`config.mk`:
```
export PLATFORM = sky130hd
export DESIGN_NAME = mps_mac
export DESIGN_NICKNAME = d
export VERILOG_FILES = /design/src/rtl/core/mps_pkg.sv /design/src/rtl/core/mps_mac.sv
export SDC_FILE = /design/constraint.sdc
export NUM_CORES = 1
export LEC_CHECK = 0
export BUFFER_PORTS_ARGS = -buffer_cell sky130_fd_sc_hd__buf_2
export CAP_MARGIN = 0
export CORE_MARGIN = 3
export CORE_UTILIZATION = 50
export DETAILED_ROUTE_END_ITERATION = 10
export GPL_TIMING_DRIVEN = 0
export PLACE_DENSITY = 0.67
export SLEW_MARGIN = 10
export SYNTH_ARGS = -nofsm -noshare
export SYNTH_HDL_FRONTEND = slang
export SYNTH_SLANG_ARGS = --single-unit
```
`constraint.sdc`:
```
create_clock -name i_clk -period 7.6 [get_ports i_clk]
set_clock_uncertainty 0.05 [all_clocks]
set_input_delay 1.52 -clock i_clk [delete_from_list [all_inputs] [get_ports i_clk]]
set_output_delay 1.52 -clock i_clk [all_outputs]
set_load 0.005 [all_outputs]
```
`src/rtl/core/mps_pkg.sv`:
```
// Package: types, constants and helpers shared by the chain position scorer.
package mps_pkg;

    localparam int unsigned AddrW      = 18;
    localparam int unsigned WordW      = 16;
    localparam int unsigned PieceCodes = 13;
    localparam int unsigned BulkSites  = 63;
    localparam int unsigned Frac       = 14;
    localparam int unsigned MatMax     = 16383;
    localparam int unsigned ScoreShift = 36;

    typedef enum logic [3:0] {
        t_idle_s,
        t_load_s,
        t_mac_s,
        t_col_s,
        t_sqrt_s,
        t_div_s,
        t_dot_s,
        t_score_s,
        t_done_s
    } t_state;

    typedef enum logic [1:0] {
        t_op_none,
        t_op_mac,
        t_op_clear
    } t_mac_op;

    // Material value of a piece code; codes above the range count as empty.
    function automatic logic [9:0] piece_value(input logic [3:0] code);
        logic [9:0] v;
        case (code)
            4'd1, 4'd7:  v = 10'd100;
            4'd2, 4'd8:  v = 10'd320;
            4'd3, 4'd9:  v = 10'd330;
            4'd4, 4'd10: v = 10'd500;
            4'd5, 4'd11: v = 10'd900;
            default:     v = 10'd0;
        endcase
        return v;
    endfunction

    function automatic logic [13:0] add_mat(input logic [13:0] m, input logic [9:0] v);
        logic [14:0] s;
        s = {1'b0, m} + {5'd0, v};
        return (s > 15'(MatMax)) ? 14'(MatMax) : s[13:0];
    endfunction

endpackage

```
`src/rtl/core/mps_mac.sv`:
```
// Shared signed multiply-accumulate unit with registered accumulator.
module mps_mac #(
    parameter int unsigned AccW = 48
) (
    input  logic                    i_clk,
    input  logic                    i_rst_n,
    input  mps_pkg::t_mac_op        i_op,
    input  logic signed [16:0]      i_a,
    input  logic signed [16:0]      i_b,
    output logic signed [AccW-1:0]  o_acc
);
    import mps_pkg::*;

    logic signed [AccW-1:0] r_acc;
    logic signed [33:0]     prod;

    assign prod = i_a * i_b;

    always_ff @(posedge i_clk) begin
        if (!i_rst_n) begin
            r_acc <= '0;
        end else begin
            case (i_op)
                t_op_mac:   r_acc <= r_acc + AccW'(prod);
                t_op_clear: r_acc <= '0;
                default:    r_acc <= r_acc;
            endcase
        end
    end

    assign o_acc = r_acc;
endmodule

```
==> results by group <==
Timing
  – Final Hold Viols: 0
  – Final setup viols: 0
  – Min Tclk post-route: 7.51 ns
  – Rel. slew slack: 46.6%
  – Tcrit/Tclk final: a little over nine tenths
  – RSZ-0062 raised after global routing: true
  – Setup_tns: 0 ns
  – Peak Freq: between 100 and 150 MHz
  – Hold_ws: 0.443 ns
  – Worst Max-Slew Pin Slew: 0.801 ns
  – Slew Viols, Final: 0

Global route
  – GR Util All Layers: 25.7%
  – Largest net degree at the start of global routing: 27
  – Gr ovfl total: 0
  – Vias in the first global route: between 10,000 and 15,000
  – Global-route wire length before repair: approximately 73,000 um
  – Initial antenna violation count: 0

Setup path
  – CP top delay family: adder cells
  – Critical Path Fanout Max: 8
  – Type of origin of the critical path: primary input
  – Slowest cell on crit path: fa_2
  – CP bufs+invs: 9
  – Crit end category: flop
  – CP max stage delay: 0.69 ns
  – Crit path kind: in -> reg
  – CP required: 7.73 ns
  – WP data arrival: 7.64 ns

Synth
  – Post-synth EDFFs: 0
  – Synth Register Bits: 48
  – Top-area cell type share of the netlist area: 48.1%
  – Post-synthesis sequential area ratio: between 5 and 6%
  – Commonest register cell after synthesis: dfxtp_1
  – Synth Cell Area: 17,300 sq um
  – Area contributors post-synth: fa_1, inv_1, ha_1
  – Avg Cell Area, Syn: approximately 9 sq um
  – Mapped Nets: 2,513
  – Asr flop ratio synth: 0%
  – Most frequent cell after synthesis: inv_1
  – Yosys cell types: between 50 and 60
  – Commonest cells post-synth: inv_1, fa_1, nand2_1
  – Post-synth top area cell: fa_1
  – Cell count after synthesis: 1,928
  – Yosys warning count: 0

Clock network
  – Worst-path clk slew: around 0.080 ns
  – CTS tree: yes
  – CTS Sinks: 48
  – H-Tree Depth: 2
  – Clock Latency Late Sink: 0.31 ns
  – Clk root buf: clkbuf_16
  – Num CTS Buffers: 5
  – Clock Tree Buf Depth: 2

Floorplanning
  – Die X: 192 um
  – Starting density of the core: 51.2%
  – Die Height: 192 um
  – Core area: 33,800 sq um
  – IO Pins: 86
  – Die area: between 30,000 and 40,000 sq um
  – Row cnt: 67

Drt
  – # DRC: 0
  – Total wire length: 45,000 um
  – Antenna-violating nets left: 0
  – Routed vias: around 13,000
  – Via/cell ratio: just over 5
  – WL/cell: roughly 18 um
  – DRT iter0 DRCs: 888
  – First-pass iteration count of the detailed router: 6

Status
  – Status: finished clean

Layout
  – Layout area overhead: 12.9%
  – Final net count: ~2,600
  – Fill cell count: around 3,000
  – Ratio of cells with drive above 1 in the final layout: 12.0%
  – Flip-flop count of the largest register after layout: 48
  – N_diodes: 0

Placed design
  – Hpwl dp: 38,500 um
  – PortBufs: 79
  – Final Wtd Congestion: 0.969

Job
  – # Max-Cap Violations: 0

Hold path
  – Hold Crit Class: reg -> reg
==> cells by family (layout without fill, tap and decap cells) <==
group	Yosys count	after routing	share of synthesized area, %
XOR/XNOR	45	45	2.28
adder cells (fa/ha/maj)	547	547	57.6
multiplexers	3	3	0.181
AND/OR/NAND/NOR	433	433	12.7
buffers and inverters	671	781	14.6
flip-flops	48	48	5.56
AO/OA/AOI/OAI	181	181	7.04
==> worst paths after layout <==
kind                          start                      to  slack, ns  cells past startpoint
max                         i_a[16]  o_acc[46]$_SDFFE_PN0P_       0.09                     25
min          o_acc[46]$_SDFFE_PN0P_  o_acc[46]$_SDFFE_PN0P_       0.44                      2
max reg2reg  o_acc[13]$_SDFFE_PN0P_  o_acc[46]$_SDFFE_PN0P_       1.50                     22
min reg2reg  o_acc[46]$_SDFFE_PN0P_  o_acc[46]$_SDFFE_PN0P_       0.44                      2
==> timing repair <==
item,CTS,global route
pin swaps,18,36
gates resized for setup,93,122
hold buffers,0,0
endpoints found under the setup margin,29,19
cloned,1,0
buffers inserted,19,10
==> routing by layer <==
layer  wire, um  vias up  track usage, %
met1      19300     6473            35.0
met5          0        -               0
met4       1440        0            8.02
li1           -     5803               -
met3       2510       75            3.63
met2      21700      386            42.8
==> worst min-delay path, stage by stage, from the launching register on <==
cell and delay [ns]:
dfxtp_1 0.33, nand2_1 0.05, o21ai_1 0.06
==> final cells by class <==
class                      instances  area (sq um)  share of cell area (%)
clock inverter                     3          68.8                   0.353
timing repair inverter             1          7.51                  0.0385
clock buffer                       5           125                   0.641
inverter                         612          2310                    11.9
multi-input combinational       1209         14400                    73.5
timing repair buffer             109           718                    3.68
tap                              448           561                    2.87
sequential                        48           961                    4.92
buffer                            51           409                    2.10
==> cells in the final DEF (no fill, tap or decap), types with 8 or more instances in the layout <==
cell type and count:
a21o_1 16, a21oi_1 33, a22oi_1 22, and2_1 143
buf_2 72, buf_4 34, buf_6 9, clkbuf_1 13
clkbuf_4 14, clkbuf_8 9, dfxtp_1 48, fa_1 408
ha_1 111, ha_4 15, inv_1 603, nand2_1 180
nor2_1 17, nor2b_1 42, nor3b_1 9, o21ai_0 31
o21ai_1 8, xnor2_1 25, xor2_1 19
==> through the flow <==
stage	instances	instance area, sq um	worst slack (ns)	utilization, %
after global placement	2455	18400	-1.41	54.4
after floorplan	1928	17400	-0.108	-
after detailed placement	2456	18400	-1.46	54.5
final	2486	19500	0.0906	57.8
after global routing	2486	19500	-0.109	57.8
after CTS	2479	19000	-0.000485	56.3
Power is not shown: default switching activity piles up to over one toggle a cycle in this logic, so the estimate is an artifact.
